**src/hdl/assert_macros.svh**
```systemverilog
// assertion macros shared by the rtl files
`ifndef ASSERT_MACROS_SVH
`define ASSERT_MACROS_SVH
`ifndef SYNTHESIS
`define CHK_IMPLY(lbl, ck, rn, ante, cons) \
  lbl: assert property (@(posedge ck) disable iff (!rn) (ante) |-> (cons)) \
    else $error("same-cycle check failed");
`define CHK_NEXT(lbl, ck, rn, ante, cons) \
  lbl: assert property (@(posedge ck) disable iff (!rn) (ante) |=> (cons)) \
    else $error("next-cycle check failed");
`else
`define CHK_IMPLY(lbl, ck, rn, ante, cons)
`define CHK_NEXT(lbl, ck, rn, ante, cons)
`endif
`endif

```
**src/hdl/bcia_pkg.sv**
```systemverilog
// shared types, register codes and fixed-point helpers
package bcia_pkg;

  localparam int FRAC_BITS = 16;
  localparam int DIV_STEPS = 64 + FRAC_BITS;

  typedef logic signed [31:0] word_t;
  typedef logic signed [32:0] opnd_t;
  typedef logic signed [63:0] sum_t;
  typedef logic signed [65:0] wide_t;

  typedef struct packed {
    logic        done;
    logic        ovf;
    logic [30:0] quo;
  } div_res_t;

  localparam logic [2:0] REG_CENTER_X_Y      = 3'd0;
  localparam logic [2:0] REG_CENTER_Z_HALF_X = 3'd1;
  localparam logic [2:0] REG_HALF_Y_Z        = 3'd2;
  localparam logic [2:0] REG_ROT_W_X         = 3'd3;
  localparam logic [2:0] REG_ROT_Y_Z         = 3'd4;
  localparam logic [2:0] REG_FALL_X_Y        = 3'd5;
  localparam logic [2:0] REG_FALL_Z_SKIN     = 3'd6;

  localparam word_t ONE_Q    = word_t'(1) <<< FRAC_BITS;
  localparam word_t WORD_MAX = 32'sh7fffffff;
  localparam word_t WORD_MIN = 32'sh80000000;
  localparam wide_t WIDE_MAX = 66'sd2147483647;
  localparam wide_t WIDE_MIN = -66'sd2147483648;
  localparam sum_t  SUM_MAX  = 64'sh7fffffffffffffff;
  localparam sum_t  SUM_MIN  = 64'sh8000000000000000;

  function automatic word_t sat32(input wide_t v);
    if (v > WIDE_MAX) begin
      return WORD_MAX;
    end else if (v < WIDE_MIN) begin
      return WORD_MIN;
    end
    return v[31:0];
  endfunction

  // product reduction: truncate toward zero, then saturate
  function automatic word_t mulq_red(input wide_t p);
    logic [65:0] m;
    logic [65:0] r;
    m = p[65] ? 66'(-p) : 66'(p);
    r = m >> FRAC_BITS;
    return sat32(p[65] ? -$signed(r) : $signed(r));
  endfunction

  function automatic sum_t add64(input sum_t a, input sum_t b);
    logic signed [64:0] s;
    s = 65'(a) + 65'(b);
    if (s[64] != s[63]) begin
      return s[64] ? SUM_MIN : SUM_MAX;
    end
    return s[63:0];
  endfunction

endpackage

```
**src/hdl/bcia_div.sv**
```systemverilog
// restoring divider, one quotient bit per cycle, fraction bits appended
`include "assert_macros.svh"
module bcia_div (
  input  logic               clk,
  input  logic               rst_n,
  input  logic               start,
  input  logic [63:0]        num,
  input  logic [63:0]        den,
  output bcia_pkg::div_res_t res
);
  import bcia_pkg::*;

  logic        busy_r;
  logic        done_r;
  logic [6:0]  cnt_r;
  logic [79:0] dvd_r;
  logic [63:0] rem_r;
  logic [63:0] den_r;
  logic [31:0] q_r;
  logic        ovf_r;
  logic [64:0] rem_sh;
  logic        ge;

  assign rem_sh = {rem_r, dvd_r[79]};
  assign ge     = rem_sh >= {1'b0, den_r};

  always_ff @(posedge clk) begin
    if (!rst_n) begin
      busy_r <= 1'b0;
      done_r <= 1'b0;
      cnt_r  <= '0;
    end else begin
      done_r <= 1'b0;
      if (start) begin
        busy_r <= 1'b1;
        cnt_r  <= 7'(DIV_STEPS);
        dvd_r  <= {num, 16'b0};
        den_r  <= den;
        rem_r  <= '0;
        q_r    <= '0;
        ovf_r  <= 1'b0;
      end else if (busy_r) begin
        rem_r <= ge ? 64'(rem_sh - {1'b0, den_r}) : rem_sh[63:0];
        dvd_r <= {dvd_r[78:0], 1'b0};
        q_r   <= {q_r[30:0], ge};
        ovf_r <= ovf_r | q_r[31];
        cnt_r <= cnt_r - 7'd1;
        if (cnt_r == 7'd1) begin
          busy_r <= 1'b0;
          done_r <= 1'b1;
        end
      end
    end
  end

  assign res.done = done_r;
  assign res.ovf  = ovf_r | q_r[31];
  assign res.quo  = q_r[30:0];

  `CHK_IMPLY(a_start_idle, clk, rst_n, start, !busy_r)
  `CHK_NEXT(a_start_busy, clk, rst_n, start, busy_r)
  `CHK_NEXT(a_done_pulse, clk, rst_n, done_r, !done_r && !busy_r)

endmodule

```
**config.mk**
```make
export PLATFORM = sky130hd
export DESIGN_NAME = bcia_div
export DESIGN_NICKNAME = d
export VERILOG_FILES = /design/src/hdl/bcia_pkg.sv /design/src/hdl/bcia_div.sv
export VERILOG_INCLUDE_DIRS = /design/src /design/src/hdl
export SDC_FILE = /design/constraint.sdc
export NUM_CORES = 1
export LEC_CHECK = 0
export BUFFER_PORTS_ARGS = -buffer_cell sky130_fd_sc_hd__buf_2
export CAP_MARGIN = 20
export CORE_UTILIZATION = 40
export DETAILED_ROUTE_END_ITERATION = 8
export GPL_ROUTABILITY_DRIVEN = 0
export SKIP_LAST_GASP = 1
export SLEW_MARGIN = 20
export SYNTH_ARGS = -nofsm -noshare
export SYNTH_HDL_FRONTEND = slang
export SYNTH_SLANG_ARGS = --single-unit
```
**constraint.sdc**
```tcl
create_clock -name clk -period 9.8 [get_ports clk]
set_input_delay 0.49 -clock clk [delete_from_list [all_inputs] [get_ports clk]]
set_output_delay 0.49 -clock clk [all_outputs]
set_load 0.1 [all_outputs]
```
==> reports/metrics.cfg, run 1 <==
[yosys]
synth_cell_types = 76
synth-edff-count = 225
yosysWarnings = 0
synth.cell_area_sq_um = 13440
synth_top_cell_area_share = 0.5028
synth_seq_area_share = 0.5162
ys_ff_latch = 234
ys_top_cells_by_area = edfxtp_1, ha_1, mux2_2
synth.largest_area_cell = edfxtp_1
syn_avg_cell_area_sq_um = 10.87
postSynthCellCount = 1236
syn-num-nets = 1434
async_reset_ff_frac = 0
ys.flop_type = edfxtp_1

[sta]
drv_slew = 0
setup_ws_ns = 5.574
finalSetupViolCount = 0
finalHoldViolations = 0
fin_skew_ns = 0.009832
grt_setup_unrepaired = no
relSlewSlack = 0.4020
fmax_ghz = 0.2366
fin_crit_sh = 0.4313
setup_tns_ns = 0
period_needed_ns = 4.226
tightest_slew_ns = 0.8971

[clocking]
h-tree-depth = 1
clk_path_buf_depth = 3
cts_resized = 0
tritoncts = built
post-cts-setup-buffers = 0
root_buffer = clkbuf_16
insertion_delay_ns = 0.55
clkTransAtPathRegs_ns = 0.06
clock-sinks = 234
cts_buffers = 27
hold_buffers = 0

[global_routing]
first_global_vias = 9463
antenna_found_initial = 2
grt_max_degree = 104
grt_pass1_wl_mm = 48.93
track_usage = 0.1773
grt_overflow = 0

[hold_path]
hp-class = in2reg
hold_depth = 1
hp-start = den[2]
whs_endpoint = den_r[2]

[run]
cap_violations = 0

[routing]
routed_via_density = 5.242
top_layer_used = met4
m1WireLength_mm = 14.09
wl_per_cell_microns = 16.67
drtIter0Drc = 611
drc_errors = 0
antenna_left = 0
met3_wirelength_mm = 1.400
dr_total_vias = 9493
wl_mm = 30.20
dr_wl_met2_mm = 14.06
dr.pass1.iters = 5

[setup_path]
r2r-end = rem_r[58]
crit_path_start_kind = flip-flop
cp_slowest_cell = or2_2
cp.required_ns = 10.10
cpPeakStageDelay_ns = 0.61
critPathTopFamily = compound AO/OA/AOI/OAI gates
crit_path_end_kind = flip-flop
worst-path-buf-inv = 1
crit_chain = ha_1 > a21o_1 > a31oi_1 > o221ai_1 > o21ai_1 > a211oi_2 > o211ai_2 > a21boi_2 > or2_2 > buf_4 > nor2_1 > a22o_1
criticalPathCategory = reg2reg
crit_fanout = 36
r2r-start = rem_r[5]
reg2reg_depth = 12
r2r_slack_ns = 5.57
arrival_ns = 4.53

[placed_design]
io_buffers = 163
hpwlAfterDp_mm = 21.25
dpl_worst_slack_ns = 5.534

[floorplan]
pin_count = 164
fp.dieW_microns = 185.3
rows = 66
die_y_microns = 185.3
dieArea_sq_um = 34330
core_area_sq_um = 32780
start_util = 0.4099

[power_and_ir_drop]
power_mw = 2.924
p_leak_nw = 6.122
peakVddDrop_mv = 0.1254
power.density_nw_per_um2 = 191.7

[layout]
drive_gt1_frac = 0.2202
finalNetCount = 1544
synthToLayoutAreaGrowth_pct = 13.50

[run_status]
status = finished clean

[registers in the layout, indices dropped and copies added (netlist names)]
signal and flops:
den_r 64, dvd_r 64, rem_r 64, q_r 32, cnt_r 7, busy_r 1
done_r 1, ovf_r 1
[stage by stage]
stage	hold WS (ns)	utilization	area, sq um	std cells
final	0.1108	0.4652	15250	1811
after global routing	0.08161	0.4651	15250	1809
after CTS	0.08079	0.4650	15240	1809
after detailed placement	0.4615	0.4384	14370	1759
after global placement	0.4651	0.4378	14350	1758
after floorplan	0.4400	-	13440	1236
[worst max-delay path by stage]
stage / from / to / slack [ns] / depth (start not counted)
3_3_place_gp: rem_r[8] / rem_r[62] / 5.69 / 12
6_report: rem_r[5] / rem_r[58] / 5.57 / 12
4_1_cts: rem_r[5] / rem_r[58] / 5.52 / 12
5_1_grt: rem_r[5] / rem_r[58] / 5.16 / 12
3_5_place_dp: rem_r[5] / rem_r[58] / 5.53 / 12
2_1_floorplan: start / busy_r / 4.78 / 3
[layer usage]
metal | vias up | GRT usage
met2 | 184 | 0.2894
met3 | 37 | 0.03028
li1 | 4703 | -
met4 | 0 | 0.04298
met1 | 4569 | 0.2433
met5 | - | 0
[cells by family (layout without fill, tap and decap cells)]
| group | count (synthesis) | in the layout | synth area share |
|---|---|---|---|
| multiplexers | 63 | 63 | 0.05279 |
| AO/OA/AOI/OAI | 310 | 310 | 0.1475 |
| buffers and inverters | 175 | 306 | 0.06266 |
| AND/OR/NAND/NOR | 331 | 331 | 0.1214 |
| flip-flops | 234 | 234 | 0.5162 |
| adder cells (fa/ha/maj) | 67 | 67 | 0.06294 |
| XOR/XNOR | 56 | 56 | 0.03650 |
| other | 0 | 2 | 0 |
[cells in the mapped netlist (4+ instances only)]
library cell	number
a31o_2	4
edfxtp_1	225
mux2_2	63
xor2_1	22
and3_1	4
xnor2_1	34
o21ai_0	37
nand4_1	28
o21ai_1	6
nor4_1	6
a211oi_1	16
a31oi_1	7
nand2_1	134
buf_2	13
ha_1	66
o211ai_1	4
or3_1	7
o21a_1	9
buf_1	6
nor2b_1	39
a21oi_1	128
nand3_1	13
inv_1	87
a21o_1	38
and2_1	4
nor2_1	50
nor3_1	11
or2_2	5
nand2b_1	6
o21bai_1	22
clkbuf_1	27
nor3b_1	5
dfxtp_1	9
buf_4	39
[worst register-to-register path, delay by kind of cell, from the launching register on]
family / cells / cell delay, ns
fa+ha+maj: 1 / 0.44
simple gates: 2 / 0.80
flops: 1 / 0.40
buf+inv: 1 / 0.51
compound gates: 8 / 1.82
[layout by cell type, fill, tap and decap left out, types with 11 or more instances in the layout]
cell / n
a211oi_1: 16
a21o_1: 38
a21oi_1: 128
buf_2: 162
clkbuf_16: 28
edfxtp_1: 225
ha_1: 66
inv_1: 87
mux2_2: 63
nand2_1: 134
nand3_1: 13
nand4_1: 28
nor2_1: 49
nor2b_1: 39
nor3_1: 11
o21ai_0: 37
o21bai_1: 22
xnor2_1: 34
xor2_1: 22
[report_power, final]
part	total, mW	internal [mW]	switching, mW
sequential	1.23	1.20	0.0331
combinational	0.706	0.267	0.440
clock	0.985	0.575	0.410
total	2.92	2.04	0.883
[area by class of cell]
type,count,area (sq um)
clock inverter,12,103.9
antenna,2,5.005
tap,442,553.0
fill,3108,17530
multi-input combinational,827,5675
clock buffer,38,768.2
inverter,87,326.6
timing repair buffer,169,883.3
sequential,234,6937
No activity file was read; power rests on OpenSTA's default activity.
==> inputs of run 2 (changes only) <==
--- a/config.mk
+++ b/config.mk
@@ -6,6 +6,7 @@
 export SDC_FILE = /design/constraint.sdc
 export NUM_CORES = 1
 export LEC_CHECK = 0
+export ABC_AREA = 1
 export BUFFER_PORTS_ARGS = -buffer_cell sky130_fd_sc_hd__buf_2
 export CAP_MARGIN = 20
 export CORE_UTILIZATION = 40
==> constraint.sdc (replaced) <==
create_clock -name clk -period 4.1 [get_ports clk]
set_input_delay 0.205 -clock clk [delete_from_list [all_inputs] [get_ports clk]]
set_output_delay 0.205 -clock clk [all_outputs]
set_load 0.1 [all_outputs]
==> run 2 against run 1 <==
Against the previous run:
- worst hold slack lost 0.0074 ns
- power rose to 2.8 times the previous value
- die area grew 20%
- register-to-register slack worse by 4.6 ns
- combinational power increased to 3.9 times the previous value
- cell count up 73%
- sequential share of layout area down 10 points
- sequential power rose by 150%
- highest routed layer unchanged
- clock-buffer cell count decreased by 7
- first-iteration DRC count up 70%
- non-clock buffer count grew 133
- critical endpoint is now rem_r[51]
- global-route usage up 4.1 points
==> reports/metrics.cfg, run 2 <==
[clocking]
h-tree-depth = 1  ; unchanged
clock-sinks = 234  ; unchanged
clk_path_buf_depth = 3  ; unchanged
clkTransAtPathRegs_ns = 0.06  ; about the same
insertion_delay_ns = 0.58  ; was 0.55 ns
root_buffer = clkbuf_16  ; unchanged
cts_resized = 0  ; unchanged
tritoncts = built  ; unchanged
cts_buffers = 27  ; unchanged

[global_routing]
track_usage = 0.2183  ; was 0.1773
antenna_found_initial = 1  ; was 2
grt_overflow = 0  ; unchanged
first_global_vias = 14320  ; was 9463
grtUsageMet3 = 0.03915  ; was 0.03028
grt_pass1_wl_mm = 72.21  ; was 48.93 mm
grtUsageMet1 = 0.2882  ; was 0.2433
use_met2 = 0.3547  ; was 0.2894
grt-busiest-layer = met2  ; unchanged
grt_max_degree = 147  ; was 104

[setup_path]
cpPeakStageDelay_ns = 0.47  ; was 0.61 ns
criticalPathCategory = reg2reg  ; unchanged
cp_slowest_cell = buf_4  ; was or2_2
crit_fanout = 39  ; was 36
r2r_slack_ns = 1.00  ; was 5.57 ns
reg2reg_depth = 16  ; was 12
crit_path_start_kind = flip-flop  ; unchanged
critPathTopFamily = simple AND/OR/NAND/NOR gates  ; was compound AO/OA/AOI/OAI gates
r2r-end = rem_r[51]  ; was rem_r[58]
worst-path-buf-inv = 2  ; was 1
crit_path_end_kind = flip-flop  ; unchanged
r2r-start = rem_r[2]  ; was rem_r[5]
cpMostUsedCell = nand2_1
cp.required_ns = 4.42  ; was 10.10 ns
arrival_ns = 3.42  ; was 4.53 ns
crit_chain = ha_1 > nand2_1 > inv_1 > nand2_1 > nand2_1 > nand2_1 > nand3_2 > nand2_1 > nand2_2 > nand2_1 > nand2_2 > nand2_4 > buf_4 > nand3_1 > nand2_1 > nor2_1  ; was ha_1 > a21o_1 > a31oi_1 > o221ai_1 > o21ai_1 > a211oi_2 > o211ai_2 > a21boi_2 > or2_2 > buf_4 > nor2_1 > a22o_1

[yosys]
synth_top_cell_area_share = 0.4174  ; was 0.5028
synth-edff-count = 225  ; unchanged
async_reset_ff_frac = 0  ; unchanged
synthMostInstantiatedCell = nand2_1  ; was edfxtp_1
postSynthCellCount = 2330  ; was 1236
synth_seq_area_share = 0.4286  ; was 0.5162
ys_ff_latch = 234  ; unchanged
syn_avg_cell_area_sq_um = 6.947  ; was 10.87 sq um
synth.cell_area_sq_um = 16190  ; was 13440 sq um
synth_cell_types = 34  ; was 76
syn-num-nets = 2528  ; was 1434
synth.largest_area_cell = edfxtp_1  ; unchanged
ys.flop_type = edfxtp_1  ; unchanged
yosysWarnings = 0  ; unchanged
ys_top_cells_by_area = edfxtp_1, nand2_1, inv_1  ; was edfxtp_1, ha_1, mux2_2
synthTopCellsByCount = nand2_1, inv_1, nor2_1, edfxtp_1, nand3_1  ; was edfxtp_1, nand2_1, a21oi_1, inv_1, ha_1

[sta]
drv_slew = 0  ; unchanged
relSlewSlack = 0.3620  ; was 0.4020
period_needed_ns = 3.100  ; was 4.226 ns
fin_skew_ns = 0.01558  ; was 0.009832 ns
fmax_ghz = 0.3226  ; was 0.2366 GHz
tightest_slew_ns = 0.9570  ; was 0.8971 ns
setup_tns_ns = 0  ; unchanged
grt_setup_unrepaired = no  ; unchanged
fin_crit_sh = 0.7561  ; was 0.4313
finalHoldViolations = 0  ; unchanged
finalSetupViolCount = 0  ; unchanged

[routing]
routed_via_density = 4.639  ; was 5.242
dr.pass1.iters = 7  ; was 5
antenna_left = 0  ; unchanged
dr_total_vias = 14540  ; was 9493
drc_errors = 0  ; unchanged
drtIter0Drc = 1041  ; was 611
wl_mm = 44.68  ; was 30.20 mm
wl_per_cell_microns = 14.26  ; was 16.67 microns

[layout]
layout_common_cells = nand2_1, inv_1, nor2_1  ; was edfxtp_1, buf_2, nand2_1
finalNetCount = 2784  ; was 1544
reg_top3 = den_r (64), dvd_r (64), rem_r (64)  ; unchanged
final_common_cell = nand2_1  ; was edfxtp_1
fin_cells = 3133  ; was 1811
drive_gt1_frac = 0.08937  ; was 0.2202
synthToLayoutAreaGrowth_pct = 20.65  ; was 13.50%

[placed_design]
place_inst = 2951  ; was 1759
hpwlAfterDp_mm = 32.66  ; was 21.25 mm
io_buffers = 163  ; unchanged

[floorplan]
die_y_microns = 203.2  ; was 185.3 microns
rows = 73  ; was 66
pin_count = 164  ; unchanged
start_util = 0.4064  ; was 0.4099
dieArea_sq_um = 41270  ; was 34330 sq um
fp.dieW_microns = 203.2  ; was 185.3 microns
core_area_sq_um = 39820  ; was 32780 sq um

[hold_path]
hp-start = start  ; was den[2]
hold_depth = 3  ; was 1
whs_endpoint = busy_r  ; was den_r[2]
hp-class = in2reg  ; unchanged

[power_and_ir_drop]
power.density_nw_per_um2 = 420.7  ; was 191.7 nW/um^2
peakVddDrop_mv = 0.3205  ; was 0.1254 mV
p_leak_nw = 10.47  ; was 6.122 nW

[run_status]
status = finished clean  ; unchanged

[run]
cap_violations = 0  ; unchanged

## run 2: metrics by stage
step / setup WS [ns] / utilization / area (sq um) / hold slack (ns) / total power, mW
2_1_floorplan: 1.115 / - / 16190 / 0.3039 / 5.046
3_3_place_gp: 0.8244 / 0.4346 / 17310 / 0.3827 / 5.676
5_1_grt: 0.7080 / 0.4904 / 19530 / 0.1274 / 8.739
4_1_cts: 0.7293 / 0.4889 / 19470 / 0.08183 / 8.251
6_report: 1.000 / 0.4904 / 19530 / 0.1035 / 8.215
3_5_place_dp: 0.7704 / 0.4346 / 17310 / 0.3831 / 5.701
## run 2: report_power, final
| part | switching [mW] | leakage, nW | internal, mW |
|---|---|---|---|
| sequential | 0.104 | 2.26 | 2.94 |
| clock | 1.02 | 0.430 | 1.40 |
| combinational | 1.86 | 7.78 | 0.897 |
## run 2: repair_timing
item / 4_1_cts / 5_1_grt
hold buffers: 129 / 0
hold endpoints to repair: 131 / 0
buffers inserted: 0 / 0
## run 2: kinds of logic after synthesis
| kind of cell | after synthesis | synth area share |
|---|---|---|
| simple gates | 1381 | 0.3435 |
| xor+xnor | 33 | 0.01786 |
| fa+ha+maj | 67 | 0.05226 |
| compound gates | 57 | 0.01817 |
| flops | 234 | 0.4286 |
| buf+inv | 558 | 0.1396 |
## run 2: final cells by class
cell class / instances / area, sq um
diodes: 1 / 2.502
clock buffers: 31 / 690.7
clock inverters: 19 / 178.9
fillers: 4100 / 20300
inverters: 483 / 1814
multi-input cells: 1538 / 7013
flip-flops and latches: 234 / 6937
well taps: 525 / 656.9
repair buffers: 302 / 2235
## run 2: worst max-delay path by stage
stage	start	end	slack (ns)	cells after the start
finish	rem_r[2]	rem_r[51]	1.00	16
global placement	rem_r[2]	rem_r[20]	0.82	15
detailed placement	rem_r[2]	rem_r[19]	0.77	15
CTS	rem_r[2]	rem_r[18]	0.73	15
global route	rem_r[2]	rem_r[51]	0.71	16
floorplan	start	dvd_r[16]	1.12	3
## run 2: worst register-to-register path: cells and delay by family, from the launching register on
kind                       cells  cell delay (ns)
and+or+nand+nor               13             1.49
DFF                            1             0.44
adders and majority gates      1             0.39
buffers and inverters          2             0.53
## run 2: per-layer routing
| layer | vias up | part of all wire |
|---|---|---|
| li1 | 7518 | - |
| met3 | 106 | 0.064 |
| met4 | 0 | 0.044 |
| met2 | 415 | 0.44 |
| met5 | - | 0 |
| met1 | 6496 | 0.45 |
==> inputs of run 3 (changes only) <==
==> constraint.sdc (replaced) <==
create_clock -name clk -period 2.8 [get_ports clk]
set_input_delay 0.14 -clock clk [delete_from_list [all_inputs] [get_ports clk]]
set_output_delay 0.14 -clock clk [all_outputs]
set_load 0.1 [all_outputs]
==> run 3 against run 2 <==
Against the previous run:
- clock-buffer cell count rose by 3
- register-to-register slack got worse by 0.84 ns
- clock power rose by 51%
- via count barely moved
- sequential share of layout area fell by 0.57 points
- power rose by 49%
- first-iteration DRC count rose by 7.2%
- wire length fell by 0.20%
- highest routed layer unchanged
==> reports/metrics.cfg, run 3 (synthesized netlist as in run 2, its figures left out) <==
[layout]
reg_top3 = den_r (64), dvd_r (64), rem_r (64)  ; unchanged
layout_common_cells = nand2_1, inv_1, nor2_1  ; unchanged
drive_gt1_frac = 0.1016  ; was 0.08937
finalNetCount = 2805  ; was 2784
synthToLayoutAreaGrowth_pct = 22.61  ; was 20.65%
diodes = 0  ; was 1
design_area_sq_um = 19850  ; was 19530 sq um
final_common_cell = nand2_1  ; unchanged

[global_routing]
first_global_vias = 14280  ; was 14320
grt_overflow = 0  ; unchanged
track_usage = 0.2180  ; was 0.2183
antenna_found_initial = 0  ; was 1
grt_pass1_wl_mm = 72.23  ; was 72.21 mm
grt_max_degree = 98  ; was 147

[sta]
period_needed_ns = 2.636  ; was 3.100 ns
fin_crit_sh = 0.9415  ; was 0.7561
fin_skew_ns = 0.02446  ; was 0.01558 ns
tightest_slew_ns = 0.9362  ; was 0.9570 ns
fmax_ghz = 0.3793  ; was 0.3226 GHz
finalSetupViolCount = 0  ; unchanged
relSlewSlack = 0.3759  ; was 0.3620
drv_slew = 0  ; unchanged
grt_setup_unrepaired = yes  ; was no
finalHoldViolations = 0  ; unchanged

[routing]
drc_errors = 0  ; unchanged
dr_total_vias = 14530  ; was 14540
wl_mm = 44.60  ; was 44.68 mm
dr.pass1.iters = 5  ; was 7
wl_per_cell_microns = 14.14  ; was 14.26 microns
routed_via_density = 4.607  ; was 4.639
drtIter0Drc = 1116  ; was 1041
antenna_left = 0  ; unchanged

[floorplan]
die_y_microns = 203.2  ; unchanged
fp.dieW_microns = 203.2  ; unchanged
pin_count = 164  ; unchanged
rows = 73  ; unchanged
dieArea_sq_um = 41270  ; unchanged
start_util = 0.4064  ; unchanged
core_area_sq_um = 39820  ; unchanged

[clocking]
clkTransAtPathRegs_ns = 0.06  ; about the same
clk_path_buf_depth = 3  ; unchanged
cts_buffers = 28  ; was 27
h-tree-depth = 1  ; unchanged
root_buffer = clkbuf_16  ; unchanged
insertion_delay_ns = 0.57  ; was 0.58 ns
tritoncts = built  ; unchanged
clock-sinks = 234  ; unchanged

[setup_path]
cp.required_ns = 3.12  ; was 4.42 ns
arrival_ns = 2.96  ; was 3.42 ns
crit_chain = ha_1 > nand2_1 > nor2_1 > nand3_1 > nand3_1 > nand2_1 > nand2_1 > nand3_1 > nand3_1 > nand2_1 > nor2_1 > nor2_1  ; was ha_1 > nand2_1 > inv_1 > nand2_1 > nand2_1 > nand2_1 > nand3_2 > nand2_1 > nand2_2 > nand2_1 > nand2_2 > nand2_4 > buf_4 > nand3_1 > nand2_1 > nor2_1
cp_slowest_cell = edfxtp_1  ; was buf_4
crit_path_start_kind = flip-flop  ; unchanged
criticalPathCategory = reg2reg  ; unchanged
cpPeakStageDelay_ns = 0.39  ; was 0.47 ns
crit_path_end_kind = flip-flop  ; unchanged
crit_fanout = 4  ; was 39

[placed_design]
hpwlAfterDp_mm = 33.25  ; was 32.66 mm
io_buffers = 163  ; unchanged
dpl_cell_area_sq_um = 17500  ; was 17310 sq um

[power_and_ir_drop]
power.density_nw_per_um2 = 617.6  ; was 420.7 nW/um^2
p_leak_nw = 10.62  ; was 10.47 nW
peakVddDrop_mv = 0.6156  ; was 0.3205 mV
power_mw = 12.26  ; was 8.215 mW

[hold_path]
hp-class = in2reg  ; unchanged

[run]
cap_violations = 0  ; unchanged

[run_status]
status = finished clean  ; unchanged

[run 3: cell types whose count changed in the layout (fill, tap and decap cells not counted), moves of 3 or more]
cell      before  now
buf_4          7   21
buf_12         1    6
nor2_1       278  273
nor2_2         5   10
clkbuf_8       0    3
nand2_1      945  942
nand2_2        4    7
[run 3: critical path: cells and delay by family (launching register included)]
kind	cells	cell delay [ns]
simple gates	11	1.63
fa+ha+maj	1	0.36
flops	1	0.39
[run 3: worst paths after layout]
path,slack [ns],end,cells past startpoint,startpoint
worst min-delay path,0.28,den_r[11],2,den[11]
worst min register to register,0.49,done_r,1,cnt_r[6]
worst max-delay path,0.16,rem_r[50],12,rem_r[6]
worst max register to register,0.16,rem_r[50],12,rem_r[6]
[run 3: timing repair]
action	in CTS	in global routing
pin swaps	0	1
endpoints found under the setup margin	4	58
buffers inserted	0	1
cloned	0	0
endpoints found under the hold margin	137	0
hold buffers	131	0
gates resized for setup	2	18
[run 3: area by class of cell]
cell class | instances | area (sq um)
fillers | 4049 | 19980
multi-input cells | 1538 | 7077
flip-flops and latches | 234 | 6937
repair buffers | 322 | 2420
inverters | 483 | 1814
clock buffers | 34 | 753.2
well taps | 525 | 656.9
clock inverters | 17 | 187.7
[run 3: layer usage]
metal,GRT usage,vias to the layer above,part of all wire
met4,0.07760,0,0.037
li1,-,7552,-
met5,0,-,0
met3,0.03595,80,0.064
met1,0.2942,6473,0.46
met2,0.3526,420,0.44
[run 3: through the flow]
step,instances,hold WS [ns],utilization,setup slack [ns],TNS [ns]
2_1_floorplan,2330,0.2389,-,0.5555,0
3_3_place_gp,2970,0.3166,0.4395,0.04917,0
3_5_place_dp,2970,0.3181,0.4395,-0.02670,-0.06366
4_1_cts,3152,0.2365,0.4962,0.07625,0
5_1_grt,3153,0.2555,0.4983,-0.02581,-0.1102
6_report,3153,0.2758,0.4983,0.1639,0
[run 3: power breakdown]
part	switching, mW	internal, mW	leakage, nW	total, mW
Combinational	2.77	1.37	7.90	4.15
Sequential	0.147	4.30	2.26	4.45
Clock	1.47	2.19	0.458	3.66
Total	4.39	7.86	10.6	12.3
